### src/sv/i2cbe_pkg.sv
// shared commands, constants and item types of the i2c master bit engine
package i2cbe_pkg;

  // command codes
  localparam logic [2:0] CMD_TICK      = 3'd0;
  localparam logic [2:0] CMD_START     = 3'd1;
  localparam logic [2:0] CMD_STOP      = 3'd2;
  localparam logic [2:0] CMD_WRITE     = 3'd3;
  localparam logic [2:0] CMD_READ_ACK  = 3'd4;
  localparam logic [2:0] CMD_READ_NACK = 3'd5;

  // start status codes
  localparam logic [1:0] START_OK    = 2'd0;
  localparam logic [1:0] START_BUSY  = 2'd1;
  localparam logic [1:0] START_ERROR = 2'd2;

  localparam logic [7:0] PHASE_TICKS_RESET = 8'd10;
  localparam logic [7:0] MSB_MASK          = 8'h80;
  localparam logic [3:0] BITS_PER_BYTE     = 4'd8;

  // classified tick request
  typedef struct packed {
    logic [2:0] command;
    logic [7:0] data_byte;
    logic       sda_line;
  } item_t;

endpackage

### src/sv/i2cbe_if.sv
// handshake channels of the i2c master bit engine
interface i2cbe_cmd_if;
  logic       valid;
  logic       ready;
  logic [2:0] command;
  logic [7:0] data_byte;
  logic       sda_line;

  modport source (output valid, output command, output data_byte, output sda_line,
                  input ready);
  modport sink   (input valid, input command, input data_byte, input sda_line,
                  output ready);
endinterface

interface i2cbe_res_if;
  logic       valid;
  logic       ready;
  logic       scl_level;
  logic       sda_level;
  logic       sda_driving;
  logic       busy_res;
  logic       done_res;
  logic [7:0] read_data;
  logic       nack_sticky;
  logic [1:0] start_status;

  modport source (output valid, output scl_level, output sda_level, output sda_driving,
                  output busy_res, output done_res, output read_data, output nack_sticky,
                  output start_status, input ready);
  modport sink   (input valid, input scl_level, input sda_level, input sda_driving,
                  input busy_res, input done_res, input read_data, input nack_sticky,
                  input start_status, output ready);
endinterface

interface i2cbe_cfg_if;
  logic       valid;
  logic       ready;
  logic [7:0] phase_ticks;

  modport source (output valid, output phase_ticks, input ready);
  modport sink   (input valid, input phase_ticks, output ready);
endinterface

### src/sv/i2cbe_front.sv
// front end: accepts tick requests and classifies the command
module i2cbe_front (
  i2cbe_cmd_if.sink          cmd_i,
  output logic               push_valid_o,
  input  logic               push_ready_i,
  output i2cbe_pkg::item_t   push_item_o
);
  import i2cbe_pkg::*;

  logic is_cmd;

  // unknown codes run as a plain tick
  assign is_cmd = (cmd_i.command >= CMD_START) && (cmd_i.command <= CMD_READ_NACK);

  assign cmd_i.ready  = push_ready_i;
  assign push_valid_o = cmd_i.valid;

  // only a write carries its byte into the shifter
  always_comb begin
    push_item_o.command   = is_cmd ? cmd_i.command : CMD_TICK;
    push_item_o.data_byte = (cmd_i.command == CMD_WRITE) ? cmd_i.data_byte : 8'd0;
    push_item_o.sda_line  = cmd_i.sda_line;
  end

endmodule

### src/sv/i2cbe_queue.sv
// two-entry queue between the front end and the bus sequencer
module i2cbe_queue (
  input  logic               clk_i,
  input  logic               rst_ni,
  input  logic               push_valid_i,
  output logic               push_ready_o,
  input  i2cbe_pkg::item_t   push_item_i,
  output logic               pop_valid_o,
  input  logic               pop_ready_i,
  output i2cbe_pkg::item_t   pop_item_o
);
  import i2cbe_pkg::*;

  localparam int unsigned DEPTH = 2;
  localparam int unsigned PTR_W = $clog2(DEPTH);
  localparam int unsigned CNT_W = $clog2(DEPTH + 1);

  item_t              mem_q [DEPTH];
  logic [PTR_W-1:0]   wr_ptr_q, wr_ptr_d;
  logic [PTR_W-1:0]   rd_ptr_q, rd_ptr_d;
  logic [CNT_W-1:0]   count_q, count_d;
  logic               push, pop;

  assign push_ready_o = (count_q != CNT_W'(DEPTH));
  assign pop_valid_o  = (count_q != '0);
  assign pop_item_o   = mem_q[rd_ptr_q];
  assign push         = push_valid_i && push_ready_o;
  assign pop          = pop_valid_o && pop_ready_i;

  // pointer and fill tracking
  always_comb begin
    wr_ptr_d = wr_ptr_q;
    rd_ptr_d = rd_ptr_q;
    count_d  = count_q;
    if (push) begin
      wr_ptr_d = (wr_ptr_q == PTR_W'(DEPTH - 1)) ? '0 : wr_ptr_q + PTR_W'(1);
    end
    if (pop) begin
      rd_ptr_d = (rd_ptr_q == PTR_W'(DEPTH - 1)) ? '0 : rd_ptr_q + PTR_W'(1);
    end
    if (push && !pop) begin
      count_d = count_q + CNT_W'(1);
    end else if (pop && !push) begin
      count_d = count_q - CNT_W'(1);
    end
  end

  always_ff @(posedge clk_i or negedge rst_ni) begin
    if (!rst_ni) begin
      wr_ptr_q <= '0;
      rd_ptr_q <= '0;
      count_q  <= '0;
    end else begin
      wr_ptr_q <= wr_ptr_d;
      rd_ptr_q <= rd_ptr_d;
      count_q  <= count_d;
    end
  end

  // entry storage
  always_ff @(posedge clk_i) begin
    if (push) begin
      mem_q[wr_ptr_q] <= push_item_i;
    end
  end

endmodule

### src/sv/i2cbe_back.sv
// back end: bus sequencer that advances one tick per request and registers the result
module i2cbe_back (
  input  logic               clk_i,
  input  logic               rst_ni,
  i2cbe_cfg_if.sink          cfg_i,
  input  logic               pop_valid_i,
  output logic               pop_ready_o,
  input  i2cbe_pkg::item_t   pop_item_i,
  i2cbe_res_if.source        res_o
);
  import i2cbe_pkg::*;

  localparam logic [2:0] STEP_IDLE = 3'd0;
  localparam logic [2:0] STEP_1    = 3'd1;
  localparam logic [2:0] STEP_2    = 3'd2;
  localparam logic [2:0] STEP_3    = 3'd3;
  localparam logic [2:0] STEP_4    = 3'd4;

  typedef struct packed {
    logic       scl;
    logic       sda;
    logic       en;
    logic [7:0] shift;
  } lines_t;

  // levels set when a step begins
  function automatic lines_t enter_step(input logic [2:0] cmd, input logic [2:0] step,
                                        input logic [3:0] bc, input lines_t cur);
    lines_t r;
    r = cur;
    case (cmd)
      CMD_START: begin
        if (step == STEP_1) begin
          r.en = 1'b1; r.sda = 1'b1; r.scl = 1'b1;
        end else begin
          r.sda = 1'b0;
        end
      end
      CMD_STOP: begin
        if (step == STEP_1) begin
          r.en = 1'b1; r.scl = 1'b0;
        end else if (step == STEP_2) begin
          r.sda = 1'b0;
        end else if (step == STEP_3) begin
          r.scl = 1'b1;
        end else begin
          r.sda = 1'b1;
        end
      end
      CMD_WRITE: begin
        if (bc < BITS_PER_BYTE) begin
          if (step == STEP_1) begin
            r.en = 1'b1; r.scl = 1'b0;
          end else if (step == STEP_2) begin
            r.sda   = |(cur.shift & MSB_MASK);
            r.shift = {cur.shift[6:0], 1'b0};
          end else begin
            r.scl = 1'b1;
          end
        end else begin
          if (step == STEP_1) begin
            r.en = 1'b0; r.scl = 1'b0;
          end else if (step == STEP_2) begin
            r.sda = 1'b1;
          end else begin
            r.scl = 1'b1;
          end
        end
      end
      default: begin
        if (bc < BITS_PER_BYTE) begin
          if (step == STEP_1) begin
            r.en = 1'b0;
            if (bc == 4'd0) r.sda = 1'b1;
            r.scl = 1'b0;
          end else begin
            r.scl = 1'b1;
          end
        end else begin
          if (step == STEP_1) begin
            r.en = 1'b1; r.scl = 1'b0;
          end else if (step == STEP_2) begin
            r.sda = (cmd == CMD_READ_NACK);
          end else if (step == STEP_3) begin
            r.scl = 1'b1;
          end else begin
            r.scl = 1'b0;
          end
        end
      end
    endcase
    return r;
  endfunction

  logic [7:0] phase_ticks_q;
  logic [2:0] step_q, step_d;
  logic [3:0] bc_q, bc_d;
  logic [7:0] tick_q, tick_d;
  lines_t     lines_q, lines_d;
  logic       nack_q, nack_d;
  logic [1:0] start_res_q, start_res_d;
  logic [2:0] pend_q, pend_d;
  logic [7:0] rx_q, rx_d;
  logic       scl_now, sda_now, en_now, busy, done;
  logic       pop;

  logic       out_valid_q;
  logic       out_scl_q, out_sda_q, out_en_q, out_busy_q, out_done_q, out_nack_q;
  logic [7:0] out_rx_q;
  logic [1:0] out_start_q;

  assign pop_ready_o = !out_valid_q || res_o.ready;
  assign pop         = pop_valid_i && pop_ready_o;
  assign cfg_i.ready = 1'b1;

  // one bus tick
  always_comb begin
    step_d      = step_q;
    bc_d        = bc_q;
    tick_d      = tick_q;
    lines_d     = lines_q;
    nack_d      = nack_q;
    start_res_d = start_res_q;
    pend_d      = pend_q;
    rx_d        = rx_q;
    busy        = 1'b0;
    done        = 1'b0;

    // command launch from idle
    if (step_q == STEP_IDLE && pop_item_i.command != CMD_TICK) begin
      pend_d        = pop_item_i.command;
      bc_d          = 4'd0;
      lines_d.shift = pop_item_i.data_byte;
      if (pop_item_i.command == CMD_START) nack_d = 1'b0;
      lines_d = enter_step(pend_d, STEP_1, bc_d, lines_d);
      step_d  = STEP_1;
      tick_d  = 8'd0;
    end

    scl_now = lines_d.scl;
    sda_now = lines_d.sda;
    en_now  = lines_d.en;

    // phase timing and end of step
    if (step_d != STEP_IDLE) begin
      busy = 1'b1;
      if (({1'b0, tick_d} + 9'd1) >= {1'b0, phase_ticks_q}) begin
        case (pend_d)
          CMD_START: begin
            if (step_d == STEP_1 && !pop_item_i.sda_line) begin
              start_res_d = START_BUSY; done = 1'b1;
            end else if (step_d == STEP_2 && pop_item_i.sda_line) begin
              start_res_d = START_ERROR; done = 1'b1;
            end else if (step_d == STEP_3) begin
              start_res_d = START_OK; done = 1'b1;
            end else begin
              step_d  = step_d + 3'd1;
              tick_d  = 8'd0;
              lines_d = enter_step(pend_d, step_d, bc_d, lines_d);
            end
          end
          CMD_STOP: begin
            if (step_d >= STEP_4) begin
              done = 1'b1;
            end else begin
              step_d  = step_d + 3'd1;
              tick_d  = 8'd0;
              lines_d = enter_step(pend_d, step_d, bc_d, lines_d);
            end
          end
          CMD_WRITE: begin
            if (bc_d < BITS_PER_BYTE) begin
              if (step_d >= STEP_3) begin
                bc_d   = bc_d + 4'd1;
                step_d = STEP_1;
              end else begin
                step_d = step_d + 3'd1;
              end
              tick_d  = 8'd0;
              lines_d = enter_step(pend_d, step_d, bc_d, lines_d);
            end else if (step_d >= STEP_3) begin
              // acknowledge sampled while scl is high
              if (pop_item_i.sda_line) nack_d = 1'b1;
              lines_d.scl = 1'b0;
              done        = 1'b1;
            end else begin
              step_d  = step_d + 3'd1;
              tick_d  = 8'd0;
              lines_d = enter_step(pend_d, step_d, bc_d, lines_d);
            end
          end
          default: begin
            if (bc_d < BITS_PER_BYTE) begin
              if (step_d >= STEP_2) begin
                lines_d.shift = {lines_d.shift[6:0], pop_item_i.sda_line};
                bc_d          = bc_d + 4'd1;
                if (bc_d >= BITS_PER_BYTE) rx_d = lines_d.shift;
                step_d = STEP_1;
              end else begin
                step_d = step_d + 3'd1;
              end
              tick_d  = 8'd0;
              lines_d = enter_step(pend_d, step_d, bc_d, lines_d);
            end else if (step_d >= STEP_4) begin
              done = 1'b1;
            end else begin
              step_d  = step_d + 3'd1;
              tick_d  = 8'd0;
              lines_d = enter_step(pend_d, step_d, bc_d, lines_d);
            end
          end
        endcase
        if (done) begin
          step_d = STEP_IDLE;
          tick_d = 8'd0;
        end
      end else begin
        tick_d = tick_d + 8'd1;
      end
    end
  end

  // sequencer state and configuration
  always_ff @(posedge clk_i or negedge rst_ni) begin
    if (!rst_ni) begin
      phase_ticks_q <= PHASE_TICKS_RESET;
      step_q        <= STEP_IDLE;
      bc_q          <= 4'd0;
      tick_q        <= 8'd0;
      lines_q       <= '{scl: 1'b1, sda: 1'b1, en: 1'b1, shift: 8'd0};
      nack_q        <= 1'b0;
      start_res_q   <= START_OK;
      pend_q        <= CMD_TICK;
      rx_q          <= 8'd0;
    end else begin
      if (cfg_i.valid) begin
        phase_ticks_q <= cfg_i.phase_ticks;
      end
      if (pop) begin
        step_q      <= step_d;
        bc_q        <= bc_d;
        tick_q      <= tick_d;
        lines_q     <= lines_d;
        nack_q      <= nack_d;
        start_res_q <= start_res_d;
        pend_q      <= pend_d;
        rx_q        <= rx_d;
      end
    end
  end

  // output register valid
  always_ff @(posedge clk_i or negedge rst_ni) begin
    if (!rst_ni) begin
      out_valid_q <= 1'b0;
    end else if (pop_ready_o) begin
      out_valid_q <= pop_valid_i;
    end
  end

  // output register payload
  always_ff @(posedge clk_i) begin
    if (pop) begin
      out_scl_q   <= scl_now;
      out_sda_q   <= sda_now;
      out_en_q    <= en_now;
      out_busy_q  <= busy;
      out_done_q  <= done;
      out_rx_q    <= rx_d;
      out_nack_q  <= nack_d;
      out_start_q <= start_res_d;
    end
  end

  assign res_o.valid        = out_valid_q;
  assign res_o.scl_level    = out_scl_q;
  assign res_o.sda_level    = out_sda_q;
  assign res_o.sda_driving  = out_en_q;
  assign res_o.busy_res     = out_busy_q;
  assign res_o.done_res     = out_done_q;
  assign res_o.read_data    = out_rx_q;
  assign res_o.nack_sticky  = out_nack_q;
  assign res_o.start_status = out_start_q;

endmodule

### src/sv/i2c_master_bit_engine.sv
// top level of the i2c master bit engine: front end, request queue, bus sequencer
//
// Every request on cmd_i is one timing tick of the bus: it carries a command
// (tick only, start, stop, write byte, read with ack, read with nack), the byte
// for a write and the sda level seen during the tick. Commands are taken only
// while the sequencer is idle; a command arriving mid-sequence runs as a tick.
// Each request yields exactly one request on res_o with the scl/sda levels for
// that tick, busy/done flags, the last received byte, the sticky ack error and
// the last start status. cfg_i writes phase_ticks, the length of each bus phase.
// Throughput is one request per cycle while res_o is ready; a taken request is
// held in the two-entry queue and its result then in the sequencer's output
// register. When res_o stalls the output register holds and the queue fills,
// then cmd_i.ready drops; cmd_i.ready depends only on the queue fill level.
// Reset clears the queue and puts the sequencer idle with scl high, sda
// high and driven, phase_ticks 10 and all status cleared.
module i2c_master_bit_engine (
  input  logic        clk_i,
  input  logic        rst_ni,
  i2cbe_cfg_if.sink   cfg_i,
  i2cbe_cmd_if.sink   cmd_i,
  i2cbe_res_if.source res_o
);
  import i2cbe_pkg::*;

  logic  push_valid, push_ready, pop_valid, pop_ready;
  item_t push_item, pop_item;

  // request classification
  i2cbe_front u_front (
    .cmd_i        (cmd_i),
    .push_valid_o (push_valid),
    .push_ready_i (push_ready),
    .push_item_o  (push_item)
  );

  // decoupling queue
  i2cbe_queue u_queue (
    .clk_i        (clk_i),
    .rst_ni       (rst_ni),
    .push_valid_i (push_valid),
    .push_ready_o (push_ready),
    .push_item_i  (push_item),
    .pop_valid_o  (pop_valid),
    .pop_ready_i  (pop_ready),
    .pop_item_o   (pop_item)
  );

  // bus sequencer
  i2cbe_back u_back (
    .clk_i       (clk_i),
    .rst_ni      (rst_ni),
    .cfg_i       (cfg_i),
    .pop_valid_i (pop_valid),
    .pop_ready_o (pop_ready),
    .pop_item_i  (pop_item),
    .res_o       (res_o)
  );

endmodule
### src/flat_wrapper.sv
// flat-port wrapper written by rule: the top's interface ports become plain ports
module i2c_master_bit_engine_flat import i2cbe_pkg::*;
  (clk_i, rst_ni, cfg_i_valid, cfg_i_phase_ticks, cfg_i_ready, cmd_i_valid, cmd_i_command, cmd_i_data_byte, cmd_i_sda_line, cmd_i_ready, res_o_valid, res_o_scl_level, res_o_sda_level, res_o_sda_driving, res_o_busy_res, res_o_done_res, res_o_read_data, res_o_nack_sticky, res_o_start_status, res_o_ready);
  i2cbe_cfg_if cfg_i_i ();
  i2cbe_cmd_if cmd_i_i ();
  i2cbe_res_if res_o_i ();
  input  logic clk_i;
  input  logic rst_ni;
  input wire logic [$bits(cfg_i_i.valid)-1:0] cfg_i_valid;
  input wire logic [$bits(cfg_i_i.phase_ticks)-1:0] cfg_i_phase_ticks;
  output wire logic [$bits(cfg_i_i.ready)-1:0] cfg_i_ready;
  input wire logic [$bits(cmd_i_i.valid)-1:0] cmd_i_valid;
  input wire logic [$bits(cmd_i_i.command)-1:0] cmd_i_command;
  input wire logic [$bits(cmd_i_i.data_byte)-1:0] cmd_i_data_byte;
  input wire logic [$bits(cmd_i_i.sda_line)-1:0] cmd_i_sda_line;
  output wire logic [$bits(cmd_i_i.ready)-1:0] cmd_i_ready;
  output wire logic [$bits(res_o_i.valid)-1:0] res_o_valid;
  output wire logic [$bits(res_o_i.scl_level)-1:0] res_o_scl_level;
  output wire logic [$bits(res_o_i.sda_level)-1:0] res_o_sda_level;
  output wire logic [$bits(res_o_i.sda_driving)-1:0] res_o_sda_driving;
  output wire logic [$bits(res_o_i.busy_res)-1:0] res_o_busy_res;
  output wire logic [$bits(res_o_i.done_res)-1:0] res_o_done_res;
  output wire logic [$bits(res_o_i.read_data)-1:0] res_o_read_data;
  output wire logic [$bits(res_o_i.nack_sticky)-1:0] res_o_nack_sticky;
  output wire logic [$bits(res_o_i.start_status)-1:0] res_o_start_status;
  input wire logic [$bits(res_o_i.ready)-1:0] res_o_ready;
  assign cfg_i_i.valid = cfg_i_valid;
  assign cfg_i_i.phase_ticks = cfg_i_phase_ticks;
  assign cfg_i_ready = cfg_i_i.ready;
  assign cmd_i_i.valid = cmd_i_valid;
  assign cmd_i_i.command = cmd_i_command;
  assign cmd_i_i.data_byte = cmd_i_data_byte;
  assign cmd_i_i.sda_line = cmd_i_sda_line;
  assign cmd_i_ready = cmd_i_i.ready;
  assign res_o_valid = res_o_i.valid;
  assign res_o_scl_level = res_o_i.scl_level;
  assign res_o_sda_level = res_o_i.sda_level;
  assign res_o_sda_driving = res_o_i.sda_driving;
  assign res_o_busy_res = res_o_i.busy_res;
  assign res_o_done_res = res_o_i.done_res;
  assign res_o_read_data = res_o_i.read_data;
  assign res_o_nack_sticky = res_o_i.nack_sticky;
  assign res_o_start_status = res_o_i.start_status;
  assign res_o_i.ready = res_o_ready;
  i2c_master_bit_engine u_core (.clk_i(clk_i), .rst_ni(rst_ni), .cfg_i(cfg_i_i), .cmd_i(cmd_i_i), .res_o(res_o_i));
endmodule
### config.mk
export PLATFORM = sky130hd
export DESIGN_NAME = i2c_master_bit_engine_flat
export DESIGN_NICKNAME = d
export VERILOG_FILES = /design/src/sv/i2cbe_pkg.sv /design/src/sv/i2cbe_if.sv /design/src/sv/i2cbe_front.sv /design/src/sv/i2cbe_queue.sv /design/src/sv/i2cbe_back.sv /design/src/sv/i2c_master_bit_engine.sv /design/src/flat_wrapper.sv
export SDC_FILE = /design/constraint.sdc
export NUM_CORES = 1
export LEC_CHECK = 0
export BUFFER_PORTS_ARGS = -buffer_cell sky130_fd_sc_hd__buf_4
export CAP_MARGIN = 20
export CELL_PAD_IN_SITES_DETAIL_PLACEMENT = 1
export CELL_PAD_IN_SITES_GLOBAL_PLACEMENT = 2
export CORE_MARGIN = 2
export CORE_UTILIZATION = 39
export CTS_CLUSTER_DIAMETER = 200
export CTS_CLUSTER_SIZE = 30
export DETAILED_ROUTE_END_ITERATION = 12
export PLACE_DENSITY = 0.85
export SYNTH_ARGS = -nofsm -noshare
export SYNTH_HDL_FRONTEND = slang
export SYNTH_SLANG_ARGS = --single-unit
### constraint.sdc
create_clock -name clk_i -period 6.6 [get_ports clk_i]
set_input_delay 1.32 -clock clk_i [delete_from_list [all_inputs] [get_ports clk_i]]
set_output_delay 1.32 -clock clk_i [all_outputs]
set_load 0.05 [all_outputs]
==> results.toml <==
[critical_path]
required_ns = 6.83
crit_buf_inv = 0
cpPeakStageDelay_ns = 0.92
rrSetupSlack_ns = 1.04
critical-path-top-delay-family = "simple AND/OR/NAND/NOR gates"
critPathCaptureType = "flip-flop"
cp_max_fo = 22
start_kind = "flip-flop"
crit_cells = 14
ff2ff_path_depth = 14
crit_type = "flip-flop to flip-flop"
cp_slowest_cell = "dfrtp_1"
path_cells = "or4b_1 -> nand3_2 -> and2_1 -> ha_1 -> nand3_1 -> or3_1 -> a21oi_1 -> ha_1 -> nand3_1 -> o311a_1 -> nand2_1 -> nand2_1 -> or4_1 -> mux2_4"
arrival_ns = 5.79

[logic_synthesis]
syn_inst = 559
synth_warnings = 0
synth.ff_latch_count = 93
synthFlopType = "dfrtp_1"
synthArstFlopShare = 0.570
avgSynthCellArea_um2 = 9.89
synth_edf_count = 40
synth.distinct_cells = 81
syn_nets = 600
synth_seq_area_share = 0.458
syn-cell-area_um2 = 5530

[die]
coreArea_um2 = 13900
io_pins = 44
die_h_um = 123
dieArea_um2 = 15100
floorplan.initialDensity = 0.398
core.rowCount = 43
die_w_um = 123

[final_layout]
seq_area_um2 = 2530
layout-drive-gt1-share = 0.153
stdcell_area_um2 = 6250
multiInputGateArea_um2 = 2770
final_net_count = 624
diodes = 0
syn2layout_area_growth_pct = 12.9
n_fill_cell = 1591

[timing]
period_minus_slack_ns = 5.56
finalHoldViolCount = 0
min_period_over_period = 0.842
fin_ws_ns = 1.04
setup_viol = 0
finalSetupTns_ns = 0
maxSlewViolCount = 0
rsz0062_at_grt = "false"
relSlewSlack = 0.297
fmax_ghz = 0.180
worst_slew_pin_slew_ns = 1.05
skew_ns = 0.00821

[clock_network]
cts_inserted_buffers = 9
clock-sinks = 93
clk_pin_slew_ns = 0.06
insertion_delay_ns = 0.35
cts-resized-gates = 0
cts_hold_repair.buffers = 0
cts_setup_buffers = 0
clockBufferDepth = 2
htreeDepth = 3
cts_tree = "built"
cts_root_buffer = "clkbuf_16"

[global_routing]
grt_pass1_wl_um = 25700
antenna_found_initial = 0
grt_pass1_vias = 4781
track_usage = 0.223
grt-ovfl-total = 0
grt_max_degree = 54

[placed_design]
dp_slack_ns = 1.11
dp_hpwl_um = 11400
port_buffers = 42
gp_congestion = 0.912
place_area_um2 = 5960

[route]
initialDrtViolationCount = 249
vias = 4512
via_per_inst = 5.88
wire_per_inst_um = 20.8
dr.pass1.iters = 5
totalWireLength_um = 16000
remaining_drc_errors = 0
ant_nets = 0

[min_path]
hold_path.class = "flip-flop to flip-flop"
whs_path_depth = 2

[power]
pwr_density_cell_nw_per_um2 = 474
ir_drop_mv = 0.287
p_leak_nw = 2.64

[run]
cap_violations = 0

[outcome]
status = "finished, final reports clean"
kinds of logic after synthesis:
logic type | count (synthesis) | synth area share
mux | 40 | 0.0833
compound gates | 155 | 0.189
xor+xnor | 12 | 0.0190
simple gates | 187 | 0.173
flops | 93 | 0.458
other cells | 1 | 0.000678
buf+inv | 55 | 0.0405
fa+ha+maj | 16 | 0.0362
area by class of cell:
type	count	area share
multi-input cells	411	0.444
flip-flops and latches	93	0.406
repair buffers	45	0.0541
clock buffers	9	0.0361
well taps	180	0.0361
inverters	23	0.0138
clock inverters	7	0.0104
through the flow:
step	utilization	hold WS (ns)	std cells	total power, W
final	0.450	0.511	768	0.00296
after global routing	0.450	0.532	768	0.00315
after CTS	0.450	0.515	768	0.00296
after detailed placement	0.429	0.493	752	0.00243
after global placement	0.429	0.475	752	0.00238
after floorplan	-	0.455	559	0.00198
worst paths after layout:
| path | endpoint | start |
|---|---|---|
| min in group asynchronous | u_core.u_back.step_q[1] | rst_ni |
| max | u_core.u_back.rx_q[6] | u_core.u_queue.rd_ptr_q |
| max in group asynchronous | u_core.u_back.lines_q[6] | rst_ni |
| max reg2reg | u_core.u_back.rx_q[6] | u_core.u_queue.rd_ptr_q |
| min | u_core.u_back.res_o.valid | u_core.u_back.res_o.valid |
| min reg2reg | u_core.u_back.res_o.valid | u_core.u_back.res_o.valid |
cell usage after synthesis (9+ instances only):
cell       n  share of area
mux2_1     9          0.018
and3_1    12          0.014
a21oi_1   35          0.032
ha_1      16          0.036
edfxtp_1  40           0.22
mux2i_1   19          0.034
nand3_1   18          0.016
dfrtp_1   48           0.22
clkbuf_1  26          0.018
mux2_4     9          0.024
inv_1     20          0.014
nor2_1    43          0.029
nand2_1   59          0.040
o21ai_0   47          0.043
worst min-delay path: stages (launching register included):
cell	delay [ns]
dfrtp_1	0.35
nand2b_1	0.07
nand2_1	0.06
per-layer routing:
metal  global-route usage  share of wire  vias up
li1                     -              -     2112
met1                0.289           0.46     2268
met2                0.363           0.48      102
met3               0.0563          0.040       30
met4               0.0803          0.025        0
met5                    0              0        -
placed cells by master, fill, tap and decap left out, types with 5 or more instances in the layout:
master | Yosys | layout
nor3_1 | 8 | 8
a21oi_1 | 35 | 35
ha_1 | 16 | 16
a31oi_1 | 6 | 6
a21o_1 | 5 | 5
buf_4 | 2 | 45
and2_1 | 5 | 5
inv_1 | 20 | 20
and3_1 | 12 | 12
mux2_1 | 9 | 9
nor2_1 | 43 | 43
o41ai_1 | 5 | 5
xnor2_1 | 8 | 8
o22ai_1 | 6 | 6
mux2i_1 | 19 | 19
nand2b_1 | 7 | 7
mux2_4 | 9 | 9
nand3_1 | 18 | 18
nand2_1 | 59 | 59
dfrtp_1 | 48 | 48
o21ai_0 | 47 | 47
dfstp_2 | 5 | 5
clkbuf_16 | 0 | 9
nor2b_1 | 5 | 5
edfxtp_1 | 40 | 40
power breakdown:
part | total [W] | switching [W] | internal [W] | leakage [nW]
Combinational | 0.00150 | 0.000999 | 0.000500 | 1.47
Clock | 0.000521 | 0.000230 | 0.000291 | 0.135
Sequential | 0.000943 | 0.000164 | 0.000779 | 1.03
sequential cells by signal, summed over array words and instances, names as in the netlist:
| signal | count |
|---|---|
| u_core.u_back.bc_q | 4 |
| u_core.u_back.res_o.sda_level | 1 |
| u_core.u_queue.mem_q | 24 |
| u_core.u_back.res_o.read_data | 8 |
| u_core.u_back.lines_q | 11 |
| u_core.u_back.res_o.done_res | 1 |
| u_core.u_back.res_o.scl_level | 1 |
| u_core.u_queue.count_q | 2 |
| u_core.u_back.res_o.valid | 1 |
| u_core.u_back.step_q | 3 |
| u_core.u_back.start_res_q | 2 |
| u_core.u_back.res_o.busy_res | 1 |
| u_core.u_queue.rd_ptr_q | 1 |
| u_core.u_back.nack_q | 1 |
| u_core.u_back.tick_q | 8 |
| u_core.u_back.phase_ticks_q | 8 |
| u_core.u_back.res_o.sda_driving | 1 |
| u_core.u_back.rx_q | 8 |
| u_core.u_queue.wr_ptr_q | 1 |
| u_core.u_back.res_o.nack_sticky | 1 |
| u_core.u_back.pend_q | 3 |
| u_core.u_back.res_o.start_status | 2 |
(Power assumes the default switching activity.)
